===== src/skf_pkg.sv =====
package skf_pkg;

   localparam int DATA_W   = 32;
   localparam int NOISE_W  = 24;
   localparam int THRESH_W = 31;
   localparam int GAIN_W   = 16;
   localparam int FRAC_W   = 16;
   localparam int CSR_IDX_W  = 2;
   localparam int CSR_DATA_W = 31;

   // one quotient bit per divider step
   localparam int DIV_STEPS = GAIN_W;
   localparam int DIV_CNT_W = $clog2(DIV_STEPS);

   localparam logic [NOISE_W-1:0]  PROCESS_NOISE_RST     = 24'd655;
   localparam logic [NOISE_W-1:0]  MEASUREMENT_NOISE_RST = 24'd19661;
   localparam logic [THRESH_W-1:0] JUMP_THRESHOLD_RST    = 31'd524288;

   localparam logic [CSR_IDX_W-1:0] CSR_PROCESS_NOISE     = 2'd0;
   localparam logic [CSR_IDX_W-1:0] CSR_MEASUREMENT_NOISE = 2'd1;
   localparam logic [CSR_IDX_W-1:0] CSR_JUMP_THRESHOLD    = 2'd2;

   typedef enum logic [1:0] {
      ST_IDLE,
      ST_DIV,
      ST_MUL,
      ST_DONE
   } state_type;

   typedef struct packed {
      logic load;
      logic step;
      logic mul;
      logic commit;
   } cmd_type;

   typedef struct packed {
      logic out_full;
   } status_type;

endpackage


===== src/skf_csr.sv =====
module skf_csr (
   input  logic                             clock,
   input  logic                             reset,
   input  logic                             csr_valid,
   output logic                             csr_ready,
   input  logic [skf_pkg::CSR_IDX_W-1:0]    csr_index,
   input  logic [skf_pkg::CSR_DATA_W-1:0]   csr_data,
   output logic [skf_pkg::NOISE_W-1:0]      process_noise,
   output logic [skf_pkg::NOISE_W-1:0]      measurement_noise,
   output logic [skf_pkg::THRESH_W-1:0]     jump_threshold
);

   logic [skf_pkg::NOISE_W-1:0]  q_ff;
   logic [skf_pkg::NOISE_W-1:0]  r_ff;
   logic [skf_pkg::THRESH_W-1:0] thr_ff;

   assign csr_ready = 1'b1;

   always_ff @(posedge clock) begin
      if (reset) begin
         q_ff   <= skf_pkg::PROCESS_NOISE_RST;
         r_ff   <= skf_pkg::MEASUREMENT_NOISE_RST;
         thr_ff <= skf_pkg::JUMP_THRESHOLD_RST;
      end else if (csr_valid && csr_ready) begin
         case (csr_index)
            skf_pkg::CSR_PROCESS_NOISE:     q_ff   <= csr_data[skf_pkg::NOISE_W-1:0];
            skf_pkg::CSR_MEASUREMENT_NOISE: r_ff   <= csr_data[skf_pkg::NOISE_W-1:0];
            skf_pkg::CSR_JUMP_THRESHOLD:    thr_ff <= csr_data[skf_pkg::THRESH_W-1:0];
            default: ;  // drop writes to unknown indexes
         endcase
      end
   end

   assign process_noise     = q_ff;
   assign measurement_noise = r_ff;
   assign jump_threshold    = thr_ff;

endmodule


===== src/skf_ctrl.sv =====
module skf_ctrl (
   input  logic                 clock,
   input  logic                 reset,
   input  logic                 req_valid,
   output logic                 req_stall,
   input  logic                 rsp_stall,
   input  skf_pkg::status_type  status,
   output skf_pkg::cmd_type     cmd
);

   skf_pkg::state_type state_ff, state_in;
   logic [skf_pkg::DIV_CNT_W-1:0] cnt_ff, cnt_in;

   always_ff @(posedge clock) begin
      if (reset) begin
         state_ff <= skf_pkg::ST_IDLE;
         cnt_ff   <= '0;
      end else begin
         state_ff <= state_in;
         cnt_ff   <= cnt_in;
      end
   end

   always_comb begin
      state_in  = state_ff;
      cnt_in    = cnt_ff;
      cmd       = '0;
      req_stall = 1'b1;
      case (state_ff)
         skf_pkg::ST_IDLE: begin
            req_stall = 1'b0;
            if (req_valid) begin
               cmd.load = 1'b1;
               cnt_in   = '0;
               state_in = skf_pkg::ST_DIV;
            end
         end
         skf_pkg::ST_DIV: begin
            cmd.step = 1'b1;
            cnt_in   = cnt_ff + 1'b1;
            if (cnt_ff == skf_pkg::DIV_CNT_W'(skf_pkg::DIV_STEPS - 1)) begin
               state_in = skf_pkg::ST_MUL;
            end
         end
         skf_pkg::ST_MUL: begin
            cmd.mul  = 1'b1;
            state_in = skf_pkg::ST_DONE;
         end
         skf_pkg::ST_DONE: begin
            // hold until the output register can take the result
            if (!(status.out_full && rsp_stall)) begin
               cmd.commit = 1'b1;
               state_in   = skf_pkg::ST_IDLE;
            end
         end
         default: begin
            state_in = skf_pkg::ST_IDLE;
         end
      endcase
   end

`ifndef ASSERT_OFF
   a_one_cmd: assert property (@(posedge clock) disable iff (reset)
      $onehot0({cmd.load, cmd.step, cmd.mul, cmd.commit}))
      else $error("more than one datapath command");
   a_load_div: assert property (@(posedge clock) disable iff (reset)
      cmd.load |=> (state_ff == skf_pkg::ST_DIV) && (cnt_ff == '0))
      else $error("load did not start the divider");
   a_no_overwrite: assert property (@(posedge clock) disable iff (reset)
      cmd.commit |-> !(status.out_full && rsp_stall))
      else $error("commit would overwrite a waiting result");
   a_div_len: assert property (@(posedge clock) disable iff (reset)
      (state_ff == skf_pkg::ST_MUL) |-> $past(state_ff) == skf_pkg::ST_DIV)
      else $error("multiply entered without divider");
`endif

endmodule


===== src/skf_dp.sv =====
module skf_dp (
   input  logic                             clock,
   input  logic                             reset,
   input  skf_pkg::cmd_type                 cmd,
   output skf_pkg::status_type              status,
   input  logic signed [skf_pkg::DATA_W-1:0] req_sample,
   input  logic [skf_pkg::NOISE_W-1:0]      process_noise,
   input  logic [skf_pkg::NOISE_W-1:0]      measurement_noise,
   input  logic [skf_pkg::THRESH_W-1:0]     jump_threshold,
   input  logic                             rsp_stall,
   output logic                             rsp_valid,
   output logic signed [skf_pkg::DATA_W-1:0] rsp_estimate,
   output logic                             rsp_jumped
);

   localparam int W  = skf_pkg::DATA_W;
   localparam int G  = skf_pkg::GAIN_W;
   localparam int F  = skf_pkg::FRAC_W;
   localparam int PW = G + 1 + W + 1;   // gain times difference
   localparam int CW = G + 1 + W;       // (1-gain) times covariance

   // filter state
   logic signed [W-1:0] est_ff;
   logic [W-1:0]        cov_ff;

   // per-item working registers
   logic signed [W-1:0] base_ff;
   logic signed [W:0]   diff_ff;
   logic                jumped_ff;
   logic [W-1:0]        pn_ff;
   logic [W:0]          den_ff;
   logic [W:0]          rem_ff;
   logic [G-1:0]        quo_ff;
   logic                rzero_ff;
   logic signed [PW-1:0] prod_ff;
   logic [CW-1:0]       cprod_ff;

   // output register
   logic                out_valid_ff;
   logic signed [W-1:0] out_est_ff;
   logic                out_jump_ff;

   logic signed [W:0]   d;
   logic [W:0]          ad;
   logic                jump;
   logic [W:0]          pn_sum;
   logic [W-1:0]        pn;
   logic [W+1:0]        trial;
   logic                ge;
   logic [G-1:0]        gain;
   logic signed [PW-1:0] prod;
   logic [CW-1:0]       cprod;
   logic signed [W+2:0] sum;
   logic signed [W-1:0] est_new;
   logic [W-1:0]        cov_new;

   always_comb begin
      d    = $signed({req_sample[W-1], req_sample}) - $signed({est_ff[W-1], est_ff});
      ad   = d[W] ? (W+1)'(-d) : d;
      jump = ad >= {2'b00, jump_threshold};

      pn_sum = {1'b0, cov_ff} + {{(W+1-skf_pkg::NOISE_W){1'b0}}, process_noise};
      pn     = pn_sum[W] ? {W{1'b1}} : pn_sum[W-1:0];

      // restoring division step: remainder stays below the divisor while r is nonzero
      trial = {rem_ff, 1'b0} - {1'b0, den_ff};
      ge    = !trial[W+1];

      // zero r: pn/(pn+r) saturates, or is zero when pn is zero too
      if (rzero_ff) begin
         gain = (pn_ff == '0) ? '0 : {G{1'b1}};
      end else begin
         gain = quo_ff;
      end
      prod  = PW'($signed({1'b0, gain}) * diff_ff);
      cprod = CW'(((G+1)'(1 << G) - {1'b0, gain}) * pn_ff);

      // arithmetic shift of the product gives the floor
      sum = (W+3)'(base_ff) + (W+3)'($signed(prod_ff[PW-1:F]));
      if (sum > (W+3)'(signed'({1'b0, {(W-1){1'b1}}}))) begin
         est_new = {1'b0, {(W-1){1'b1}}};
      end else if (sum < (W+3)'(signed'({1'b1, {(W-1){1'b0}}}))) begin
         est_new = {1'b1, {(W-1){1'b0}}};
      end else begin
         est_new = sum[W-1:0];
      end
      cov_new = cprod_ff[CW-1] ? {W{1'b1}} : cprod_ff[CW-2:F];
   end

   always_ff @(posedge clock) begin
      if (reset) begin
         est_ff       <= '0;
         cov_ff       <= '0;
         out_valid_ff <= 1'b0;
      end else begin
         if (cmd.commit) begin
            est_ff       <= est_new;
            cov_ff       <= cov_new;
            out_valid_ff <= 1'b1;
         end else if (!rsp_stall) begin
            out_valid_ff <= 1'b0;
         end
      end
   end

   always_ff @(posedge clock) begin
      if (cmd.load) begin
         base_ff   <= jump ? req_sample : est_ff;
         diff_ff   <= jump ? '0 : d;
         jumped_ff <= jump;
         pn_ff     <= pn;
         den_ff    <= {1'b0, pn} + {{(W+1-skf_pkg::NOISE_W){1'b0}}, measurement_noise};
         rem_ff    <= {1'b0, pn};
         quo_ff    <= '0;
         rzero_ff  <= (measurement_noise == '0);
      end
      if (cmd.step) begin
         rem_ff <= ge ? trial[W:0] : {rem_ff[W-1:0], 1'b0};
         quo_ff <= {quo_ff[G-2:0], ge};
      end
      if (cmd.mul) begin
         prod_ff  <= prod;
         cprod_ff <= cprod;
      end
      if (cmd.commit) begin
         out_est_ff  <= est_new;
         out_jump_ff <= jumped_ff;
      end
   end

   assign status.out_full = out_valid_ff;
   assign rsp_valid       = out_valid_ff;
   assign rsp_estimate    = out_est_ff;
   assign rsp_jumped      = out_jump_ff;

`ifndef ASSERT_OFF
   a_rem_bound: assert property (@(posedge clock) disable iff (reset)
      (cmd.step && !rzero_ff) |-> (rem_ff < den_ff))
      else $error("divider remainder not below divisor");
   a_cov_shrinks: assert property (@(posedge clock) disable iff (reset)
      cmd.commit |=> (cov_ff <= $past(pn_ff)))
      else $error("covariance grew past prediction");
   a_jump_diff: assert property (@(posedge clock) disable iff (reset)
      cmd.load |=> (!jumped_ff || (diff_ff == '0)))
      else $error("snap left a nonzero difference");
`endif

endmodule


===== src/scalar_kalman_filter_top.sv =====
// channel   direction  handshake               payload
// req_      in         req_valid / req_stall   req_sample
// rsp_      out        rsp_valid / rsp_stall   rsp_estimate, rsp_jumped
// csr_      in         csr_valid / csr_ready   csr_index, csr_data
//
// An item passes from accept to result through a load, 16 steps of the
// restoring gain divider (one quotient bit per cycle), a multiply and a
// commit. The divider sets the rate; the next item is accepted the cycle after
// commit. Reset clears estimate and covariance to zero and loads the default
// noise and threshold values. A result waits in the output register while
// rsp_stall is high; commit of the next item holds until that register frees.
module scalar_kalman_filter_top (
   input  logic                                clock,
   input  logic                                reset,
   input  logic                                req_valid,
   output logic                                req_stall,
   input  logic signed [skf_pkg::DATA_W-1:0]   req_sample,
   output logic                                rsp_valid,
   input  logic                                rsp_stall,
   output logic signed [skf_pkg::DATA_W-1:0]   rsp_estimate,
   output logic                                rsp_jumped,
   input  logic                                csr_valid,
   output logic                                csr_ready,
   input  logic [skf_pkg::CSR_IDX_W-1:0]       csr_index,
   input  logic [skf_pkg::CSR_DATA_W-1:0]      csr_data
);

   skf_pkg::cmd_type    cmd;
   skf_pkg::status_type status;
   logic [skf_pkg::NOISE_W-1:0]  process_noise;
   logic [skf_pkg::NOISE_W-1:0]  measurement_noise;
   logic [skf_pkg::THRESH_W-1:0] jump_threshold;

   skf_csr u_csr (
      .clock             (clock),
      .reset             (reset),
      .csr_valid         (csr_valid),
      .csr_ready         (csr_ready),
      .csr_index         (csr_index),
      .csr_data          (csr_data),
      .process_noise     (process_noise),
      .measurement_noise (measurement_noise),
      .jump_threshold    (jump_threshold)
   );

   skf_ctrl u_ctrl (
      .clock     (clock),
      .reset     (reset),
      .req_valid (req_valid),
      .req_stall (req_stall),
      .rsp_stall (rsp_stall),
      .status    (status),
      .cmd       (cmd)
   );

   skf_dp u_dp (
      .clock             (clock),
      .reset             (reset),
      .cmd               (cmd),
      .status            (status),
      .req_sample        (req_sample),
      .process_noise     (process_noise),
      .measurement_noise (measurement_noise),
      .jump_threshold    (jump_threshold),
      .rsp_stall         (rsp_stall),
      .rsp_valid         (rsp_valid),
      .rsp_estimate      (rsp_estimate),
      .rsp_jumped        (rsp_jumped)
   );

endmodule

===== config.mk =====
export PLATFORM = sky130hd
export DESIGN_NAME = scalar_kalman_filter_top
export DESIGN_NICKNAME = d
export VERILOG_FILES = /design/src/skf_pkg.sv /design/src/skf_csr.sv /design/src/skf_ctrl.sv /design/src/skf_dp.sv /design/src/scalar_kalman_filter_top.sv
export SDC_FILE = /design/constraint.sdc
export NUM_CORES = 2
export LEC_CHECK = 0
export BUFFER_PORTS_ARGS = -buffer_cell sky130_fd_sc_hd__buf_2
export CAP_MARGIN = 20
export CORE_ASPECT_RATIO = 1.1
export CORE_UTILIZATION = 40
export DETAILED_ROUTE_END_ITERATION = 6
export GPL_TIMING_DRIVEN = 0
export PLACE_DENSITY = 0.62
export SKIP_LAST_GASP = 1
export SLEW_MARGIN = 10
export SYNTH_ARGS = -nofsm -noshare
export SYNTH_HDL_FRONTEND = slang
export SYNTH_HIERARCHICAL = 1
export SYNTH_SLANG_ARGS = --single-unit

===== constraint.sdc =====
create_clock -name clock -period 12.35 [get_ports clock]
set_clock_uncertainty 0.15 [all_clocks]
set_input_delay 0 -clock clock [delete_from_list [all_inputs] [get_ports clock]]
set_output_delay 0 -clock clock [all_outputs]
set_load 0.03 [all_outputs]

=== Word-level counts from Yosys, hierarchy flattened ===
Index checks and enable logic that the tools add are counted.

* Flip-flop bits (word level): 463
* Output and inout port bits: 36

* $add $sub $neg: 8
* Reduce and logical (&&, ||, !) cells: 13
* Equality and inequality tests: 10
* $lt $le $gt $ge: 3
* Muxes and demuxes: 28
* Multiply operators: 2

{| class="wikitable"
|+ Operators by type and width
! cell !! number
|-
| $mux 32 || 5
|-
| $mux 33 || 4
|-
| $add 32x24->33 || 2
|-
| $mux 16 || 4
|-
| $mul 17x33->50 || 1
|-
| $mul 49x32->49 || 1
|-
| $add 32x34->35 || 1
|-
| $gt 35x32->1 const B || 1
|-
| $lt 35x32->1 const B || 1
|-
| $sub 34x33->34 || 1
|-
| $ge 33x31->1 || 1
|-
| $neg 33->33 || 1
|-
| $sub 32x32->33 || 1
|-
| $logic_not 32->1 || 1
|-
| $logic_not 24->1 || 1
|-
| $sub 17x16->18 const A || 1
|-
| $mux 1 || 9
|-
| $pmux 2 s4 || 1
|-
| $pmux 4 s2 || 1
|-
| $reduce_and 2->1 || 4
|-
| $eq 2x2->1 const B || 3
|-
| $mux 2 || 3
|-
| $add 4x1->4 const B || 1
|-
| $eq 2x1->1 const B || 2
|-
| other kinds (9) || 13
|}

=== Depth between registers and ports, before layout ===
* Depth in word-level cells: 5
* Gate-level depth with buffers: 37

=== Hierarchy ===
The synthesis kept the hierarchy.

{| class="wikitable"
|+ Modules (own cells, without submodules)
! module !! sequential area each (sq um) !! times used !! cells each !! area an instance (sq um)
|-
| skf_dp || 9739.3 || 1 || 6073 || 56389.1
|-
| skf_csr || 1581.5 || 1 || 310 || 3283.1
|-
| skf_ctrl || 120.1 || 1 || 43 || 366.6
|}

=== Worst setup path before layout ===
No wires, ideal clock.

* Path type: register -> register
* From: register u_dp.pn_ff[21]
* To: register u_dp.cprod_ff[48] (data pin)
* Data required time: 11.940 ns
* Arrival: 8.799 ns
* Slack: 3.142 ns
* Cell stages (with the launch flop): 35
* Period minus slack after synthesis: 9.208 ns
* Setup time: 0.260 ns
* Path through: edfxtp_1 -> clkbuf_1 -> nor4_1 -> nand4_1 -> nor3_1 -> buf_2 -> nor2_1 -> nor4b_2 -> or3b_1 -> nor2_1 -> nand2_1 -> nor3_1 -> xnor2_1 -> clkbuf_1 -> and2_1 -> fa_1 -> fa_1 -> fa_1 -> fa_1 -> fa_1 -> inv_1 -> fa_1 -> inv_1 -> ha_1 -> a21o_1 -> a21oi_1 -> o21bai_1 -> a221o_1 -> a211o_1 -> a221o_1 -> a221oi_1 -> o221a_2 -> o21bai_1 -> a21oi_1 -> xnor2_1

* Longest elaborated chain between the ends: 5

{| class="wikitable"
|+ RTL lines
! item !! RTL line !! text
|-
| from (decl) || skf_dp.sv:30 || <nowiki>logic [W-1:0] pn_ff;</nowiki>
|-
| from (signal assigned) || skf_dp.sv:111 || <nowiki>pn_ff <= pn;</nowiki>
|-
| $logic_not 32->1 || skf_dp.sv:71 || <nowiki>gain = (pn_ff == '0) ? '0 : {G{1'b1}};</nowiki>
|-
| $mux 16 || skf_dp.sv:71 ||
|-
| $mux 16 || skf_dp.sv:70 || <nowiki>if (rzero_ff) begin</nowiki>
|-
| $sub 17x16->18 || skf_dp.sv:76 || <nowiki>cprod = CW'(((G+1)'(1 << G) - {1'b0, gain}) * pn_ff);</nowiki>
|-
| $mul 49x32->49 (*) || skf_dp.sv:76 ||
|-
| named net u_dp.cprod[48] || skf_dp.sv:52 || <nowiki>logic [CW-1:0] cprod;</nowiki>
|-
| to (signal assigned) || skf_dp.sv:123 || <nowiki>cprod_ff <= cprod;</nowiki>
|-
| to (decl) || skf_dp.sv:36 || <nowiki>logic [CW-1:0] cprod_ff;</nowiki>
|}

Mark *: on every way through the listed nets, which the timed path passes. The rest lies on a longest branch.
A chain may end at the register's enable or synchronous reset.

=== Worst setup path in the final report ===
* From: register u_dp.pn_ff[18]
* To: register u_dp.cprod_ff[48] (data pin)

The elaborated chain is that of the path after synthesis.

==> results.txt <==
The run finished with clean final reports. The synthesized area divided by synthesized cell count is around 9.3 um2. Clock-pin slew was measured on the worst setup and hold paths at around 0.070 ns. The count of buffers inserted at the top-level ports came out at 104. The cell that appears most often on the critical path is sky130_fd_sc_hd__fa_1.

The placeable core area is roughly 150000 um2. Relative to the synthesized area, the layout overhead comes to 9.12%. The detailed-routing iteration count for the pre-antenna-repair pass is 7. The worst slew margin relative to its limit is 17.9%. The placer congestion estimate came out at roughly 0.96. The ratio of cells with drive above 1 in the final layout is between 4 and 5%. The count of maximum capacitance violations came out at 0.

The highest fanout seen on the critical path is 10. The total die area is approximately 150000 um2. From left edge to right edge, the die measures between 300 and 400 um. Counting flops with a built-in enable in the synthesized netlist gives approximately 280. The total standard cell area after synthesis is roughly 60000 um2. The count of buffer and inverter cells on the critical path came out at 8. The worst setup path is captured at a flip-flop. Setup violations remaining at the end of the flow were counted as 0. The worst hold path passes through 4 cells. In the synthesized netlist the dominant register cell turns out to be sky130_fd_sc_hd__edfxtp_1. The cell class contributing the biggest share of worst-path delay is adder cells. The critical path data arrival time is between 10 and 15 ns.

The sequential element share of the synthesized area is roughly a fifth. The highest clock rate came out at 84.9 MHz. The number of max-slew violations in the final report came out at 0. The transition time at the pin with the least slew margin came out at around 1.2 ns. The clock latency on the worst-skew pair came out at between 0.6 and 0.7 ns. The count of vias placed by the detailed router is 46.3k. The post-synth net total came out at between 7k and 8k. The global routing usage summed across all routing layers is 24.6%.

The half-perimeter wire length after placement is about 150000 um. The top-level port count came out at 106. The via density per instance came out at about 5.3. The global-route wire length before repair came out at 285000 um. In this run the vertical extent of the chip is a little over 400 um. After the flow finishes, the layout carries non-filler instances totaling 8661. Setup repair after global routing left no endpoint under its margin. The worst setup path is launched from a flip-flop. The starting utilization of the core area came out at between 40% and 50%. The path class of the lowest-slack min-delay path is in2reg.

The root buffer cell is sky130_fd_sc_hd__clkbuf_16. The largest net degree at the start of global routing came out at between 50 and 60. For this design, the slowest cell found on the critical path is sky130_fd_sc_hd__clkbuf_1. Summed over all layers, the routed wires come to 184000 um.

The floorplan has ~150 rows. The routed design could run at a clock period as short as roughly 12 ns. After the last flow step, the layout net total stands at ~8.1k. Counting cells, the worst reg-to-reg path comes to 34. The total grt overflow is 0. The number of global-route vias before repair was between 40k and 50k. The fraction of registers with async set or reset after synthesis is 0%. The synthesized flop and latch total is ~430. The deepest level of the CTS H-tree came out at 2. The Yosys step of the flow raised 6 warnings. The clock passes through at most 3 buffers. The mean routed wirelength per cell came out at ~21 um.

For the worst setup path, the data required time is roughly 13 ns. In this run the post-CTS setup repair buffer count came out at 0. The starting DRC count in detailed routing is between 3k and 4k. The count of different cell masters after synthesis is 96. The critical path runs through a total of 34 cells.

Setup total negative slack on the finished layout was measured at 0 ns. The placed cell count came out at ~8.5k. The stage delay of the slowest cell on the critical path came out at 0.72 ns. The final hold violation count came out at 0. After layout, the worst path uses a little over nine tenths of the clock period. The post-detailed-route DRC marker count is 0. TritonCTS created 43 clock buffers. The setup path with the least slack is of type reg2reg. The number of antenna violations at the first check in global routing came out at 8. The number of clock sinks came out at ~430.

TritonCTS built the clock tree. The remaining antenna violation count after routing came out at 0. The number of cells produced by synthesis is approximately 6.4k.
through the flow:
step                      setup WS, ns  area [um2]  hold WS (ns)  utilization [%]
final                            0.571       65500        0.0820             44.1
after global placement          -0.154       63000         0.137             42.4
after detailed placement        -0.285       63200         0.143             42.6
after floorplan                   3.14       60000       -0.0809                -
after CTS                        0.172       65500        0.0494             44.1
after global routing            0.0251       65500         0.102             44.1
registers in the layout (all words and copies together), names as in the netlist:
name                     count
u_dp/prod_ff                34
u_dp/cprod_ff               33
u_dp/den_ff                 33
u_dp/diff_ff                33
u_dp/rem_ff                 33
u_dp/base_ff                32
u_dp/cov_ff                 32
u_dp/est_ff                 32
u_dp/pn_ff                  32
u_dp/rsp_estimate           32
u_csr/jump_threshold        31
u_csr/measurement_noise     24
u_csr/process_noise         24
u_dp/quo_ff                 16
u_ctrl/cnt_ff                4
u_ctrl/state_ff              2
u_dp/jumped_ff               1
u_dp/rsp_jumped              1
u_dp/rsp_valid               1
u_dp/rzero_ff                1
synthesized netlist by cell type, drive strengths merged (10+ instances only):
master  instances  share of area, %
a211oi         27              0.36
a21boi         11              0.14
a21o          101               1.3
a21oi         205               1.7
a311oi         40              0.58
a31oi          28              0.30
and2          407               4.2
and3           29              0.30
and4           19              0.28
buf            42              0.49
clkbuf        238               1.5
dfxtp         150               5.0
edfxtp        281                14
fa            954                32
ha            446               9.3
inv          1155               7.2
mux2           48              0.99
mux2i         105               1.8
nand2         858               5.4
nand2b        121               1.3
nand3          47              0.39
nand4          34              0.36
nor2          328               2.1
nor2b          34              0.35
nor3           43              0.36
nor4           27              0.32
o211ai         16              0.20
o21a           41              0.51
o21ai         140               1.2
o21bai         26              0.33
o22ai          36              0.38
o31ai          12              0.15
or2            10              0.10
or3            12              0.13
xnor2         165               2.4
xor2           62              0.90
cells by family (layout without fill, tap and decap cells):
kind of cell               count (synthesis)  after routing  synth area share [%]
adders and majority gates               1400           1400                  41.1
AOI/OAI and AO/OA                        771            771                  8.52
muxes                                    153            153                  2.74
DFF                                      431            431                  19.1
buffers and inverters                   1435           1715                  9.20
and+or+nand+nor                         2008           2008                  16.1
other                                      1              6               0.00625
xor gates and xnor gates                 227            227                  3.31
cell usage in the layout, fill, tap and decap left out, types with 40 or more instances in the layout:
master and n:
sky130_fd_sc_hd__dfxtp_1 150, sky130_fd_sc_hd__edfxtp_1 281, sky130_fd_sc_hd__nor3_1 43, sky130_fd_sc_hd__nor2_1 327, sky130_fd_sc_hd__fa_1 954, sky130_fd_sc_hd__xor2_1 60
sky130_fd_sc_hd__clkbuf_16 43, sky130_fd_sc_hd__nand2_1 858, sky130_fd_sc_hd__a311oi_1 40, sky130_fd_sc_hd__o21ai_0 129, sky130_fd_sc_hd__and2_1 406, sky130_fd_sc_hd__dlygate4sd3_1 80
sky130_fd_sc_hd__nand3_1 47, sky130_fd_sc_hd__o21a_1 41, sky130_fd_sc_hd__buf_2 123, sky130_fd_sc_hd__inv_1 1155, sky130_fd_sc_hd__xnor2_1 165, sky130_fd_sc_hd__a21o_1 101
sky130_fd_sc_hd__nand2b_1 121, sky130_fd_sc_hd__clkbuf_1 238, sky130_fd_sc_hd__a21oi_1 201, sky130_fd_sc_hd__ha_1 445, sky130_fd_sc_hd__mux2i_1 105
routing by layer:
metal	vias up	part of all wire (%)	GRT usage (%)
met3	357	7.8	3.69
met1	23300	42	33.7
li1	20900	-	-
met2	1820	46	39.5
met4	2	4.3	8.89
met5	-	0.0060	0
cell type report:
class	instances	area [um2]
antenna	5	12.5
buffer	280	1190
clock buffer	48	1110
clock inverter	32	324
fill	14400	83000
inverter	1155	4340
multi-input combinational	4560	43100
sequential	431	11400
tap	1950	2440
timing repair buffer	200	1520
path summary, 6_finish.rpt:
check                                     from                     endpoint  slack (ns)
worst max-delay path            u_dp/pn_ff[18]            u_dp/cprod_ff[48]        0.57
worst min-delay path              csr_data[10]  u_csr/measurement_noise[10]        0.08
worst max register to register  u_dp/pn_ff[18]            u_dp/cprod_ff[48]        0.57
worst min register to register  u_dp/jumped_ff              u_dp/rsp_jumped        0.30
worst register-to-register path, delay by kind of cell, from the launching register on:
family / cells / cell delay, ns
AOI/OAI and AO/OA: 11 / 3.13
xor gates and xnor gates: 2 / 0.77
adders and majority gates: 8 / 3.58
buffers and inverters: 8 / 2.71
DFF: 1 / 0.33
and+or+nand+nor: 5 / 0.87
repair_timing:
action	4_1_cts	5_1_grt
pin swaps	0	0
resized for setup	3	5
endpoints found under the hold margin	188	0
endpoints found under the setup margin	5	2
hold buffers	80	0
Power is not shown: default switching activity piles up to over one toggle a cycle in this logic, so the estimate is an artifact.
